### config.mk
export PLATFORM = sky130hd
export DESIGN_NAME = shape_pair_collision_overlap
export DESIGN_NICKNAME = d
export VERILOG_FILES = /design/src/design/spcol_pkg.sv /design/src/design/shape_pair_collision_overlap.sv /design/src/design/spcol_prep.sv /design/src/design/spcol_span.sv /design/src/design/spcol_judge.sv
export SDC_FILE = /design/constraint.sdc
export NUM_CORES = 2
export LEC_CHECK = 0
export BUFFER_PORTS_ARGS = -buffer_cell sky130_fd_sc_hd__buf_2
export CORE_MARGIN = 5
export CORE_UTILIZATION = 47
export DETAILED_ROUTE_END_ITERATION = 16
export PLACE_DENSITY_LB_ADDON = 0.15
export SLEW_MARGIN = 20
export SYNTH_ARGS = -nofsm -noshare
export SYNTH_HDL_FRONTEND = slang
export SYNTH_SLANG_ARGS = --single-unit
### constraint.sdc
create_clock -name clock -period 33.2 [get_ports clock]
set_input_delay 4.98 -clock clock [delete_from_list [all_inputs] [get_ports clock]]
set_output_delay 4.98 -clock clock [all_outputs]
set_load 0.01 [all_outputs]
### src/design/spcol_pkg.sv
// ----------------------------------------------------------------------------
// spcol_pkg: shared constants for the shape pair collision block
// Pair mode codes, pipeline depth and default coordinate width.
// ----------------------------------------------------------------------------
package spcol_pkg;

   localparam int COORD_BITS_DEFAULT = 16;

   // register stages from req acceptance to rsp output register
   localparam int PIPE_DEPTH = 4;

   localparam logic [1:0] MODE_RR = 2'd0;   // rectangle with rectangle
   localparam logic [1:0] MODE_RC = 2'd1;   // rectangle with circle
   localparam logic [1:0] MODE_CC = 2'd2;   // circle with circle

endpackage

### src/design/shape_pair_collision_overlap.sv
// ----------------------------------------------------------------------------
// shape_pair_collision_overlap: rectangle/circle pair collision test
// Reports strict intersection and per-axis overlap for a pair of shapes.
// ----------------------------------------------------------------------------
// Usage:
//   req channel carries one shape pair per item. Each shape is a rectangle
//   (left, top, width, height) or a circle (center, radius), in Q12.4.
//   req_tuser gives the two shape kinds; the pair may come in either order.
//   rsp channel returns one item per pair: hit flag and x/y overlap.
// Stages and throughput:
//   Four register stages (ordering/ends, axis overlap, squaring, compare).
//   A result is registered in the compare stage and shows on rsp from there;
//   one item per cycle is taken and returned when rsp is not stalled.
// Reset:
//   Synchronous; empties all stages, nothing is held over.
// Stalls:
//   With rsp_tready low the result holds; earlier stages keep filling
//   until all four are full, and only then does req_tready fall.
// ----------------------------------------------------------------------------
module shape_pair_collision_overlap #(
   parameter int COORD_BITS = spcol_pkg::COORD_BITS_DEFAULT
) (
   input  logic                                  clock,
   input  logic                                  reset,
   input  logic                                  req_tvalid,
   output logic                                  req_tready,
   // a_x, a_y, a_width, a_height, a_radius, b_x, b_y, b_width, b_height,
   // b_radius, zero fill
   input  logic [((10*COORD_BITS+7)/8)*8-1:0]    req_tdata,
   // a_is_circle, b_is_circle
   input  logic [1:0]                            req_tuser,
   output logic                                  rsp_tvalid,
   input  logic                                  rsp_tready,
   // hit, overlap_x, overlap_y, zero fill
   output logic [((2*COORD_BITS+10)/8)*8-1:0]    rsp_tdata
);

   localparam int N      = COORD_BITS;
   localparam int RSP_DW = ((2*COORD_BITS+10)/8)*8;

   logic                 a_is_circle;
   logic signed [N-1:0]  a_x;
   logic signed [N-1:0]  a_y;
   logic        [N-1:0]  a_width;
   logic        [N-1:0]  a_height;
   logic        [N-1:0]  a_radius;
   logic                 b_is_circle;
   logic signed [N-1:0]  b_x;
   logic signed [N-1:0]  b_y;
   logic        [N-1:0]  b_width;
   logic        [N-1:0]  b_height;
   logic        [N-1:0]  b_radius;

   logic                 s1_valid;
   logic                 s1_ready;
   logic [1:0]           s1_mode;
   logic signed [N+1:0]  s1_p_lo [2];
   logic signed [N+1:0]  s1_p_hi [2];
   logic signed [N+1:0]  s1_q_lo [2];
   logic signed [N+1:0]  s1_q_hi [2];
   logic signed [N-1:0]  s1_p_ctr [2];
   logic signed [N-1:0]  s1_q_ctr [2];
   logic [N:0]           s1_lim;

   logic                 s2_valid;
   logic                 s2_ready;
   logic [1:0]           s2_mode;
   logic [1:0]           s2_axis_hit;
   logic [N:0]           s2_ovl [2];
   logic [N-1:0]         s2_mag [2];
   logic [N:0]           s2_lim;

   logic                 hit;
   logic [N:0]           overlap_x;
   logic [N:0]           overlap_y;

   assign a_is_circle = req_tuser[0];
   assign b_is_circle = req_tuser[1];
   assign a_x         = req_tdata[0*N +: N];
   assign a_y         = req_tdata[1*N +: N];
   assign a_width     = req_tdata[2*N +: N];
   assign a_height    = req_tdata[3*N +: N];
   assign a_radius    = req_tdata[4*N +: N];
   assign b_x         = req_tdata[5*N +: N];
   assign b_y         = req_tdata[6*N +: N];
   assign b_width     = req_tdata[7*N +: N];
   assign b_height    = req_tdata[8*N +: N];
   assign b_radius    = req_tdata[9*N +: N];

   spcol_prep #(.COORD_BITS(COORD_BITS)) u_prep (
      .clock       (clock),
      .reset       (reset),
      .in_valid    (req_tvalid),
      .in_ready    (req_tready),
      .a_is_circle (a_is_circle),
      .a_x         (a_x),
      .a_y         (a_y),
      .a_width     (a_width),
      .a_height    (a_height),
      .a_radius    (a_radius),
      .b_is_circle (b_is_circle),
      .b_x         (b_x),
      .b_y         (b_y),
      .b_width     (b_width),
      .b_height    (b_height),
      .b_radius    (b_radius),
      .out_valid   (s1_valid),
      .out_ready   (s1_ready),
      .mode        (s1_mode),
      .p_lo        (s1_p_lo),
      .p_hi        (s1_p_hi),
      .q_lo        (s1_q_lo),
      .q_hi        (s1_q_hi),
      .p_ctr       (s1_p_ctr),
      .q_ctr       (s1_q_ctr),
      .lim         (s1_lim)
   );

   spcol_span #(.COORD_BITS(COORD_BITS)) u_span (
      .clock     (clock),
      .reset     (reset),
      .in_valid  (s1_valid),
      .in_ready  (s1_ready),
      .mode      (s1_mode),
      .p_lo      (s1_p_lo),
      .p_hi      (s1_p_hi),
      .q_lo      (s1_q_lo),
      .q_hi      (s1_q_hi),
      .p_ctr     (s1_p_ctr),
      .q_ctr     (s1_q_ctr),
      .lim       (s1_lim),
      .out_valid (s2_valid),
      .out_ready (s2_ready),
      .mode_out  (s2_mode),
      .axis_hit  (s2_axis_hit),
      .ovl       (s2_ovl),
      .mag       (s2_mag),
      .lim_out   (s2_lim)
   );

   spcol_judge #(.COORD_BITS(COORD_BITS)) u_judge (
      .clock     (clock),
      .reset     (reset),
      .in_valid  (s2_valid),
      .in_ready  (s2_ready),
      .mode      (s2_mode),
      .axis_hit  (s2_axis_hit),
      .ovl       (s2_ovl),
      .mag       (s2_mag),
      .lim       (s2_lim),
      .out_valid (rsp_tvalid),
      .out_ready (rsp_tready),
      .hit       (hit),
      .overlap_x (overlap_x),
      .overlap_y (overlap_y)
   );

   assign rsp_tdata = RSP_DW'({overlap_y, overlap_x, hit});

endmodule

### src/design/spcol_prep.sv
// ----------------------------------------------------------------------------
// spcol_prep: pair ordering and interval ends
// Puts a rectangle first in a mixed pair, forms the interval ends of both
// shapes on each axis and the distance limit, then registers them.
// ----------------------------------------------------------------------------
module spcol_prep #(
   parameter int COORD_BITS = spcol_pkg::COORD_BITS_DEFAULT
) (
   input  logic                         clock,
   input  logic                         reset,
   input  logic                         in_valid,
   output logic                         in_ready,
   input  logic                         a_is_circle,
   input  logic signed [COORD_BITS-1:0] a_x,
   input  logic signed [COORD_BITS-1:0] a_y,
   input  logic        [COORD_BITS-1:0] a_width,
   input  logic        [COORD_BITS-1:0] a_height,
   input  logic        [COORD_BITS-1:0] a_radius,
   input  logic                         b_is_circle,
   input  logic signed [COORD_BITS-1:0] b_x,
   input  logic signed [COORD_BITS-1:0] b_y,
   input  logic        [COORD_BITS-1:0] b_width,
   input  logic        [COORD_BITS-1:0] b_height,
   input  logic        [COORD_BITS-1:0] b_radius,
   output logic                         out_valid,
   input  logic                         out_ready,
   output logic [1:0]                   mode,
   output logic signed [COORD_BITS+1:0] p_lo [2],
   output logic signed [COORD_BITS+1:0] p_hi [2],
   output logic signed [COORD_BITS+1:0] q_lo [2],
   output logic signed [COORD_BITS+1:0] q_hi [2],
   output logic signed [COORD_BITS-1:0] p_ctr [2],
   output logic signed [COORD_BITS-1:0] q_ctr [2],
   output logic        [COORD_BITS:0]   lim
);

   localparam int W  = COORD_BITS + 2;
   localparam int LW = COORD_BITS + 1;

   logic                         swap;
   logic                         p_circ;
   logic                         q_circ;
   logic        [COORD_BITS-1:0] p_r;
   logic        [COORD_BITS-1:0] q_r;
   logic        [COORD_BITS-1:0] p_sz [2];
   logic        [COORD_BITS-1:0] q_sz [2];
   logic signed [COORD_BITS-1:0] p_c  [2];
   logic signed [COORD_BITS-1:0] q_c  [2];

   logic                         valid_ff;
   logic                         valid_in;
   logic [1:0]                   mode_ff;
   logic [1:0]                   mode_in;
   logic signed [W-1:0]          p_lo_ff [2];
   logic signed [W-1:0]          p_lo_in [2];
   logic signed [W-1:0]          p_hi_ff [2];
   logic signed [W-1:0]          p_hi_in [2];
   logic signed [W-1:0]          q_lo_ff [2];
   logic signed [W-1:0]          q_lo_in [2];
   logic signed [W-1:0]          q_hi_ff [2];
   logic signed [W-1:0]          q_hi_in [2];
   logic signed [COORD_BITS-1:0] p_ctr_ff [2];
   logic signed [COORD_BITS-1:0] q_ctr_ff [2];
   logic [LW-1:0]                lim_ff;
   logic [LW-1:0]                lim_in;

   assign in_ready = !valid_ff || out_ready;
   assign valid_in = in_ready ? in_valid : valid_ff;

   always_comb begin
      swap    = a_is_circle && !b_is_circle;
      p_circ  = swap ? b_is_circle : a_is_circle;
      q_circ  = swap ? a_is_circle : b_is_circle;
      p_r     = swap ? b_radius : a_radius;
      q_r     = swap ? a_radius : b_radius;
      p_c[0]  = swap ? b_x : a_x;
      p_c[1]  = swap ? b_y : a_y;
      q_c[0]  = swap ? a_x : b_x;
      q_c[1]  = swap ? a_y : b_y;
      p_sz[0] = swap ? b_width : a_width;
      p_sz[1] = swap ? b_height : a_height;
      q_sz[0] = swap ? a_width : b_width;
      q_sz[1] = swap ? a_height : b_height;

      if (!p_circ && !q_circ) begin
         mode_in = spcol_pkg::MODE_RR;
      end else if (!p_circ) begin
         mode_in = spcol_pkg::MODE_RC;
      end else begin
         mode_in = spcol_pkg::MODE_CC;
      end

      for (int k = 0; k < 2; k++) begin
         p_lo_in[k] = W'(p_c[k]) - (p_circ ? W'(p_r) : W'(0));
         p_hi_in[k] = W'(p_c[k]) + (p_circ ? W'(p_r) : W'(p_sz[k]));
         q_lo_in[k] = W'(q_c[k]) - (q_circ ? W'(q_r) : W'(0));
         q_hi_in[k] = W'(q_c[k]) + (q_circ ? W'(q_r) : W'(q_sz[k]));
      end

      if (mode_in == spcol_pkg::MODE_CC) begin
         lim_in = LW'(p_r) + LW'(q_r);
      end else begin
         lim_in = LW'(q_r);
      end
   end

   always_ff @(posedge clock) begin
      if (reset) begin
         valid_ff <= 1'b0;
      end else begin
         valid_ff <= valid_in;
      end
   end

   always_ff @(posedge clock) begin
      if (in_valid && in_ready) begin
         mode_ff <= mode_in;
         lim_ff  <= lim_in;
         for (int k = 0; k < 2; k++) begin
            p_lo_ff[k]  <= p_lo_in[k];
            p_hi_ff[k]  <= p_hi_in[k];
            q_lo_ff[k]  <= q_lo_in[k];
            q_hi_ff[k]  <= q_hi_in[k];
            p_ctr_ff[k] <= p_c[k];
            q_ctr_ff[k] <= q_c[k];
         end
      end
   end

   assign out_valid = valid_ff;
   assign mode      = mode_ff;
   assign lim       = lim_ff;
   assign p_lo      = p_lo_ff;
   assign p_hi      = p_hi_ff;
   assign q_lo      = q_lo_ff;
   assign q_hi      = q_hi_ff;
   assign p_ctr     = p_ctr_ff;
   assign q_ctr     = q_ctr_ff;

endmodule

### src/design/spcol_span.sv
// ----------------------------------------------------------------------------
// spcol_span: per-axis overlap and distance component
// Computes the overlap on each axis and the magnitude of the axis distance
// that feeds the squared-distance test, then registers them.
// ----------------------------------------------------------------------------
module spcol_span #(
   parameter int COORD_BITS = spcol_pkg::COORD_BITS_DEFAULT
) (
   input  logic                         clock,
   input  logic                         reset,
   input  logic                         in_valid,
   output logic                         in_ready,
   input  logic [1:0]                   mode,
   input  logic signed [COORD_BITS+1:0] p_lo [2],
   input  logic signed [COORD_BITS+1:0] p_hi [2],
   input  logic signed [COORD_BITS+1:0] q_lo [2],
   input  logic signed [COORD_BITS+1:0] q_hi [2],
   input  logic signed [COORD_BITS-1:0] p_ctr [2],
   input  logic signed [COORD_BITS-1:0] q_ctr [2],
   input  logic        [COORD_BITS:0]   lim,
   output logic                         out_valid,
   input  logic                         out_ready,
   output logic [1:0]                   mode_out,
   output logic [1:0]                   axis_hit,
   output logic [COORD_BITS:0]          ovl [2],
   output logic [COORD_BITS-1:0]        mag [2],
   output logic [COORD_BITS:0]          lim_out
);

   localparam int W  = COORD_BITS + 2;
   localparam int LW = COORD_BITS + 1;

   logic signed [W-1:0]          sp_lo  [2];
   logic signed [W-1:0]          sp_hi  [2];
   logic signed [W-1:0]          sp_len [2];
   logic [LW-1:0]                sp_ov  [2];
   logic signed [LW-1:0]         cd     [2];
   logic signed [LW-1:0]         cd_abs [2];
   logic [LW-1:0]                cd_mag [2];
   logic [LW-1:0]                cc_ov  [2];
   logic signed [W-1:0]          q_ext  [2];
   logic signed [W-1:0]          rd     [2];
   logic signed [W-1:0]          rd_abs [2];

   logic                         valid_ff;
   logic                         valid_in;
   logic [1:0]                   mode_ff;
   logic [1:0]                   axis_hit_ff;
   logic [1:0]                   axis_hit_in;
   logic [LW-1:0]                lim_ff;
   logic [LW-1:0]                ovl_ff [2];
   logic [LW-1:0]                ovl_in [2];
   logic [COORD_BITS-1:0]        mag_ff [2];
   logic [COORD_BITS-1:0]        mag_in [2];

   assign in_ready = !valid_ff || out_ready;
   assign valid_in = in_ready ? in_valid : valid_ff;

   always_comb begin
      for (int k = 0; k < 2; k++) begin
         sp_lo[k]  = (p_lo[k] > q_lo[k]) ? p_lo[k] : q_lo[k];
         sp_hi[k]  = (p_hi[k] < q_hi[k]) ? p_hi[k] : q_hi[k];
         sp_len[k] = sp_hi[k] - sp_lo[k];
         // open intervals overlap; a zero-length one can still sit inside
         axis_hit_in[k] = (p_lo[k] < q_hi[k]) && (p_hi[k] > q_lo[k]);
         if (axis_hit_in[k]) begin
            sp_ov[k] = sp_len[k][LW-1:0];
         end else begin
            sp_ov[k] = '0;
         end

         cd[k]     = LW'(p_ctr[k]) - LW'(q_ctr[k]);
         cd_abs[k] = cd[k][LW-1] ? -cd[k] : cd[k];
         cd_mag[k] = cd_abs[k];
         cc_ov[k]  = (cd_mag[k] < lim) ? (lim - cd_mag[k]) : '0;

         // circle center minus its clamp into the rectangle
         q_ext[k] = W'(q_ctr[k]);
         if (q_ext[k] < p_lo[k]) begin
            rd[k] = q_ext[k] - p_lo[k];
         end else if (q_ext[k] > p_hi[k]) begin
            rd[k] = q_ext[k] - p_hi[k];
         end else begin
            rd[k] = '0;
         end
         rd_abs[k] = rd[k][W-1] ? -rd[k] : rd[k];

         if (mode == spcol_pkg::MODE_CC) begin
            ovl_in[k] = cc_ov[k];
            mag_in[k] = cd_mag[k][COORD_BITS-1:0];
         end else begin
            ovl_in[k] = sp_ov[k];
            mag_in[k] = rd_abs[k][COORD_BITS-1:0];
         end
      end
   end

   always_ff @(posedge clock) begin
      if (reset) begin
         valid_ff <= 1'b0;
      end else begin
         valid_ff <= valid_in;
      end
   end

   always_ff @(posedge clock) begin
      if (in_valid && in_ready) begin
         mode_ff     <= mode;
         axis_hit_ff <= axis_hit_in;
         lim_ff      <= lim;
         for (int k = 0; k < 2; k++) begin
            ovl_ff[k] <= ovl_in[k];
            mag_ff[k] <= mag_in[k];
         end
      end
   end

   assign out_valid = valid_ff;
   assign mode_out  = mode_ff;
   assign axis_hit  = axis_hit_ff;
   assign lim_out   = lim_ff;
   assign ovl       = ovl_ff;
   assign mag       = mag_ff;

endmodule

### src/design/spcol_judge.sv
// ----------------------------------------------------------------------------
// spcol_judge: squared distance test and result register
// One stage squares the axis distances and the limit, the next sums and
// compares them and holds the result item for the rsp channel.
// ----------------------------------------------------------------------------
module spcol_judge #(
   parameter int COORD_BITS = spcol_pkg::COORD_BITS_DEFAULT
) (
   input  logic                  clock,
   input  logic                  reset,
   input  logic                  in_valid,
   output logic                  in_ready,
   input  logic [1:0]            mode,
   input  logic [1:0]            axis_hit,
   input  logic [COORD_BITS:0]   ovl [2],
   input  logic [COORD_BITS-1:0] mag [2],
   input  logic [COORD_BITS:0]   lim,
   output logic                  out_valid,
   input  logic                  out_ready,
   output logic                  hit,
   output logic [COORD_BITS:0]   overlap_x,
   output logic [COORD_BITS:0]   overlap_y
);

   localparam int LW  = COORD_BITS + 1;
   localparam int SQW = 2 * COORD_BITS;
   localparam int LQW = 2 * COORD_BITS + 2;

   logic            sq_valid_ff;
   logic            sq_valid_in;
   logic            sq_ready;
   logic [1:0]      sq_mode_ff;
   logic [1:0]      sq_axis_hit_ff;
   logic [LW-1:0]   sq_ovl_ff [2];
   logic [SQW-1:0]  sq_x_ff;
   logic [SQW-1:0]  sq_x_in;
   logic [SQW-1:0]  sq_y_ff;
   logic [SQW-1:0]  sq_y_in;
   logic [LQW-1:0]  sq_l_ff;
   logic [LQW-1:0]  sq_l_in;

   logic            res_valid_ff;
   logic            res_valid_in;
   logic            res_ready;
   logic            hit_ff;
   logic            hit_in;
   logic [LW-1:0]   ovx_ff;
   logic [LW-1:0]   ovy_ff;
   logic [SQW:0]    dist_sum;
   logic            dist_hit;

   assign res_ready    = !res_valid_ff || out_ready;
   assign sq_ready     = !sq_valid_ff || res_ready;
   assign in_ready     = sq_ready;
   assign sq_valid_in  = sq_ready ? in_valid : sq_valid_ff;
   assign res_valid_in = res_ready ? sq_valid_ff : res_valid_ff;

   assign sq_x_in = SQW'(mag[0]) * SQW'(mag[0]);
   assign sq_y_in = SQW'(mag[1]) * SQW'(mag[1]);
   assign sq_l_in = LQW'(lim) * LQW'(lim);

   always_comb begin
      dist_sum = (SQW+1)'(sq_x_ff) + (SQW+1)'(sq_y_ff);
      dist_hit = LQW'(dist_sum) < sq_l_ff;
      if (sq_mode_ff == spcol_pkg::MODE_RR) begin
         hit_in = &sq_axis_hit_ff;
      end else begin
         hit_in = dist_hit;
      end
   end

   always_ff @(posedge clock) begin
      if (reset) begin
         sq_valid_ff  <= 1'b0;
         res_valid_ff <= 1'b0;
      end else begin
         sq_valid_ff  <= sq_valid_in;
         res_valid_ff <= res_valid_in;
      end
   end

   always_ff @(posedge clock) begin
      if (in_valid && sq_ready) begin
         sq_mode_ff     <= mode;
         sq_axis_hit_ff <= axis_hit;
         sq_ovl_ff[0]   <= ovl[0];
         sq_ovl_ff[1]   <= ovl[1];
         sq_x_ff        <= sq_x_in;
         sq_y_ff        <= sq_y_in;
         sq_l_ff        <= sq_l_in;
      end
   end

   always_ff @(posedge clock) begin
      if (sq_valid_ff && res_ready) begin
         hit_ff <= hit_in;
         ovx_ff <= sq_ovl_ff[0];
         ovy_ff <= sq_ovl_ff[1];
      end
   end

   assign out_valid = res_valid_ff;
   assign hit       = hit_ff;
   assign overlap_x = ovx_ff;
   assign overlap_y = ovy_ff;

endmodule

======== After elaboration in Yosys (flattened, before gate mapping) ========
Memories as Yosys holds them, arrays and structs flattened. A register that Yosys moved wholly into a read port is not among the register bits.
Index checks and enable logic that the tools add are counted.
storage, ports and cells
  flip-flop bits (word level) ............. 421
  memory bits (writable) .................. 34
  input port bits ......................... 166
  output and inout bits ................... 42
  logic and storage cells ................. 142
  memories ................................ 1
memory list
  memory             words  bits a word  read ports  clocked after Yosys merged registers in  write ports  line               text
  u_judge.sq_ovl_ff  2      17           2           2                                        2            spcol_judge.sv:34  logic [LW-1:0] sq_ovl_ff [2];
cells by class
  add/subtract/negate cells ............... 24
  $mul .................................... 3
  $lt $le $gt $ge ......................... 15
  eq/ne operators ......................... 2
  multiplexer cells ....................... 44
  reductions and logical operators ........ 21
operators by type and width
  operator              number
  $mux W16              21
  $mux W17              12
  $add A18 B18 Y18      4
  $gt A18 B18 Y1        4
  $lt A18 B18 Y1        4
  $mux W18              4
  $sub A16 B18 Y18      4
  $sub A18 B18 Y18      4
  $sub A17 B17 Y17      4
  $mul A16 B16 Y32      2
  $gt A16 B18 Y1        2
  $lt A16 B18 Y1        2
  $lt A17 B17 Y1        2
  $lt A33 B34 Y1        1
  $mul A17 B17 Y34      1
  $neg A17 Y17          2
  $sub A16 B16 Y17      2
  $add A32 B32 Y33      1
  $neg A16 Y16          2
  $add A16 B16 Y17      1
  $logic_and A1 B1 Y1   8
  $logic_not A1 Y1      7
  $mux W1               5
  $eq A2 B2 Y1 const B  2
  4 further kinds       8

======== Longest topological paths before layout ========
  word-level depth ........................ 8
  depth in mapped cells ................... 26
  gate-level depth less buffers ........... 25

======== Hierarchy ========
Synthesis repeated with hierarchy kept, for this count alone.
second synthesis, totals
  cells, all modules ...................... 6654
  area, all modules ....................... 63714.9 um^2
by module, submodules not included
  module                        times used  cells an instance  area each (um^2)  sequential area each (um^2)
  spcol_judge                   1           3002               29827.4           5084.9
  spcol_span                    1           2203               17222.8           2632.5
  spcol_prep                    1           1442               16615.9           6836.6
  shape_pair_collision_overlap  1           7                  48.8              0.0

======== Least setup slack after synthesis ========
OpenSTA, ideal clock, no wires.
  path type ............................... input-to-reg
  start point ............................. input rsp_tready
  end point ............................... register u_prep.lim_ff[0], in the netlist u_prep.lim[0] (enable)
  setup time .............................. 0.889 ns
  arrival ................................. 16.185 ns
  required time ........................... 32.311 ns
  path slack .............................. 16.126 ns
  cell stages on the path ................. 3
  path buffers ............................ 0
  path through ............................ nor2b_1 > and3_1 > a21oi_1
between the ends
  cells in the longest elaborated chain, start to end .. 5
ends and longest elaborated chain
  item                  line                                text
  from (decl)           shape_pair_collision_overlap.sv:33  input logic rsp_tready,
  $logic_or A1 B1 Y1    spcol_judge.sv:52                   assign res_ready = !res_valid_ff || out_ready;
  $logic_or A1 B1 Y1    spcol_judge.sv:53                   assign sq_ready = !sq_valid_ff || res_ready;
  $logic_or A1 B1 Y1    spcol_span.sv:56                    assign in_ready = !valid_ff || out_ready;
  $logic_or A1 B1 Y1    spcol_prep.sv:67                    assign in_ready = !valid_ff || out_ready;
  $logic_and A1 B1 Y1   spcol_prep.sv:116                   if (in_valid && in_ready) begin
  to (signal assigned)  spcol_prep.sv:118                   lim_ff <= lim_in;
  to (decl)             spcol_prep.sv:64                    logic [LW-1:0] lim_ff;
Every way passes these cells.
A chain may end at the register's enable or synchronous reset.

======== Worst setup path after layout ========
  start point ............................. input rsp_tready
  end point ............................... output req_tready
between the ends
  cells in the longest elaborated chain, start to end .. 4
ends and longest elaborated chain
  item                line                                text
  $logic_or A1 B1 Y1  spcol_judge.sv:52
  $logic_or A1 B1 Y1  spcol_judge.sv:53
  $logic_or A1 B1 Y1  spcol_span.sv:56
  $logic_or A1 B1 Y1  spcol_prep.sv:67
  to (decl)           shape_pair_collision_overlap.sv:26  output logic req_tready,
Every way passes these cells.

==> flow_metrics.env <==
export IMPL_status="finished clean"
export IMPL_drtAntennaViolNets=0
export IMPL_n_fill_cell=12486
export IMPL_rsz0062_at_grt="false"
export IMPL_synth_compound_area_share_pct=13.0
export IMPL_place_port_buffers=202
export IMPL_cts_root_buf="clkbuf_16"
export IMPL_path_clk_slew_ps=60
export IMPL_synth_seq_cells=486
export IMPL_rrSetupSlack_ps=25620
export IMPL_yosys_area_share_simple_pct=12.4
export IMPL_die_area_sq_um=142000
export IMPL_min_period_over_period_pct=33.5
export IMPL_cts_hold_buffers=0
export IMPL_dp_slack_ps=22070
export IMPL_synth_edf_count=482
export IMPL_critPathKind="in2out"
export IMPL_drc=0
export IMPL_drive_gt1_share_pct=8.12
export IMPL_first_pass_iters=6
export IMPL_cp_startpoint="rsp_tready"
export IMPL_synth_top_family_by_area="adder cells"
export IMPL_tns_ps=0
export IMPL_yosys_warnings=0
export IMPL_grt_max_degree=152
export IMPL_r2r_end="u_judge.sq_x_ff[31]$_DFFE_PP_"
export IMPL_synth_seq_area_share_pct=23.1
export IMPL_critical_path_arrival_ps=6150
export IMPL_nNetsFinal=8275
export IMPL_synthXorXnorAreaFrac_pct=5.54
export IMPL_start_util_pct=47.3
export IMPL_fp_dieW_um=376
export IMPL_clock_skew_ps=40.2
export IMPL_crit_path_start_kind="input pin"
export IMPL_h_tree_depth=2
export IMPL_yosysUniqueCellTypes=101
export IMPL_hpwl_um=148000
export IMPL_syn_area_per_cell_sq_um=9.60
export IMPL_netlist_area_sq_um=63100
export IMPL_grt_busiest_layer="met2"
export IMPL_cts_buffers=57
export IMPL_routed_via_density=5.58
export IMPL_use_met3_pct=2.68
export IMPL_fin_util_pct=51.1
export IMPL_grt_pass1_wl_um=273000
export IMPL_rows=134
export IMPL_ios=208
export IMPL_synth_ff_type="edfxtp_1"
export IMPL_first_global_vias=48466
export IMPL_wire_per_inst_um=20.7
export IMPL_synthMuxAreaShare_pct=4.61
export IMPL_finalMaxSlewViolations=0
export IMPL_track_usage_pct=24.8
export IMPL_coreArea_sq_um=133000
export IMPL_die_h_um=376
export IMPL_cp_max_fo=5
export IMPL_syn_instance_count=6568
export IMPL_syn2layout_area_growth_pct=8.09
export IMPL_relSlewSlack_pct=27.9
export IMPL_antenna_found_initial=4
export IMPL_rr_worst_depth=23
export IMPL_drt_iter0_markers=3148
export IMPL_clockBufferDepth=3
export IMPL_synth_async_reset_ratio_pct=0
export IMPL_endpoint="req_tready"
export IMPL_setup_viol=0
export IMPL_cts_tree="done"
export IMPL_globalRouteMet1Util_pct=32.6
export IMPL_clkSinkCount=486
export IMPL_hp_class="reg2reg"
export IMPL_drv_cap=0
export IMPL_layout_setup_ws_ps=22070
export IMPL_worst_slew_pin_slew_ps=1050
export IMPL_drt_wl_total_um=177000
export IMPL_overflow=0
export IMPL_clock_latency_ps=670
export IMPL_gp_routability_congestion=0.939
export IMPL_min_period_ps=11130
export IMPL_synth_fa_ha_area_share_pct=33.8
export IMPL_crit_path_end_kind="primary output"
export IMPL_cts_setup_buffers=0
export IMPL_reg2reg_from="u_span.mag[19]$_DFFE_PP_"
export IMPL_crit_required_ps=28220
export IMPL_vias=47712
export IMPL_fmax_ghz=0.0898
export IMPL_grt_util_met2_pct=42.1
export IMPL_postCtsResizedCells=0
export IMPL_report_final_hold_viol_count=0
==> logic make-up after synthesis <==
| group | count (synthesis) |
|---|---|
| other | 1 |
| AO/OA/AOI/OAI | 1245 |
| adder cells (fa/ha/maj) | 1382 |
| buffers and inverters | 1258 |
| XOR/XNOR | 399 |
| flip-flops | 486 |
| AND/OR/NAND/NOR | 1587 |
| multiplexers | 210 |
==> state kept, by name, summed over array words and instances, names as in the netlist, 2 cells and up <==
signal                  flops
u_prep.q_ctr               32
u_judge.sq_x_ff            31
u_span.ovl                 34
u_prep.p_ctr               32
rsp_tdata                  34
u_prep.mode                 2
u_span.mag                 32
u_judge.sq_mode_ff          2
u_prep.p_lo                36
u_span.axis_hit             2
u_span.lim_out             17
u_span.mode_out             2
u_prep.q_lo                36
u_judge.sq_axis_hit_ff      2
u_judge.sq_y_ff            31
u_judge.sq_l_ff            33
u_prep.lim                 17
u_prep.q_hi                36
u_prep.p_hi                36
u_judge.sq_ovl_ff          34
==> area by class of cell <==
type / count / area, sq um / share of cell area (%)
clock inverter: 43 / 599 / 0.879
multi-input combinational: 4828 / 43900 / 64.3
sequential: 486 / 14600 / 21.3
antenna: 2 / 5.00 / 0.00734
timing repair buffer: 241 / 1320 / 1.93
clock buffer: 63 / 1470 / 2.16
inverter: 1113 / 4180 / 6.13
tap: 1768 / 2210 / 3.24
==> placed cells by master (no fill, tap or decap), drive strengths merged, types with 23 or more instances in the layout <==
master | netlist | routed
a31oi | 35 | 35
o21a | 57 | 57
mux4 | 56 | 56
nor2 | 335 | 335
buf | 31 | 241
a21o | 155 | 155
fa | 538 | 538
o22ai | 23 | 23
nand2b | 65 | 65
clkbuf | 114 | 63
a211oi | 73 | 73
xnor2 | 268 | 268
and3 | 38 | 38
o211ai | 33 | 33
o31ai | 38 | 38
nand3 | 117 | 117
nand4 | 53 | 53
a21oi | 343 | 343
or2 | 35 | 35
nor3 | 120 | 120
edfxtp | 482 | 482
nor2b | 77 | 77
o21ai | 239 | 239
mux2 | 83 | 83
ha | 844 | 844
o21bai | 42 | 42
and2 | 168 | 168
inv | 1113 | 1116
nand2 | 449 | 449
clkinv | 0 | 23
mux2i | 71 | 71
or3 | 57 | 57
a21boi | 27 | 27
xor2 | 131 | 131
==> metrics by stage <==
step           instance area (sq um)  hold WS (ps)  std cells
3_3_place_gp                   66100           401       8436
2_1_floorplan                  63100           400       6572
3_5_place_dp                   66100           405       8436
5_1_grt                        68200           420       8542
6_report                       68200           415       8544
4_1_cts                        68200           409       8542
==> worst min path at each step <==
stage / start / to / slack (ps) / cells after the start
2_1_floorplan: u_judge.sq_ovl_ff[0][9]$_DFFE_PP_ / rsp_tdata[10]$_DFFE_PP_ / 400 / 0
3_3_place_gp: u_span.mode_out[0]$_DFFE_PP_ / u_judge.sq_mode_ff[0]$_DFFE_PP_ / 400 / 0
3_5_place_dp: u_judge.sq_ovl_ff[0][3]$_DFFE_PP_ / rsp_tdata[4]$_DFFE_PP_ / 400 / 0
4_1_cts: u_span.axis_hit[0]$_DFFE_PP_ / u_judge.sq_axis_hit_ff[0]$_DFFE_PP_ / 410 / 0
5_1_grt: u_judge.sq_ovl_ff[0][10]$_DFFE_PP_ / rsp_tdata[11]$_DFFE_PP_ / 420 / 0
6_report: u_span.ovl[13]$_DFFE_PP_ / u_judge.sq_ovl_ff[0][30]$_DFFE_PP_ / 420 / 0
==> critical path: stages <==
cell and delay [ps]:
buf_2 90, nor2b_1 430, and3_1 400, nand2_1 100
buf_2 150
==> routing by layer <==
layer,wire length [um],vias up
met5,15,-
met2,83400,1258
li1,-,22943
met4,8170,2
met1,75900,23237
met3,9070,272
==> synthesized netlist by cell type (33+ instances only) <==
cell type	number	area [sq um]
mux2_2	83	935
nand3_1	117	586
and3_1	38	238
nand2_1	447	1680
nor2_1	335	1260
ha_1	844	10600
inv_1	1113	4180
a211oi_1	69	518
a31oi_1	34	213
fa_1	538	10800
nand2b_1	65	407
or3_1	57	357
a21o_1	155	1160
nand4_1	53	332
o31ai_1	37	278
o21ai_0	234	1170
mux4_2	56	1260
or2_2	33	206
nor3_1	120	601
nor2b_1	77	482
mux2i_1	71	711
clkbuf_1	114	428
o21bai_1	42	315
a21oi_1	343	1720
xnor2_1	268	2350
edfxtp_1	482	14500
and2_1	168	1050
xor2_1	131	1150
o21a_1	57	428
Power is left out: the tool's default activity adds up to more than one toggle a clock period on the data nets, which glitch-free logic cannot reach.
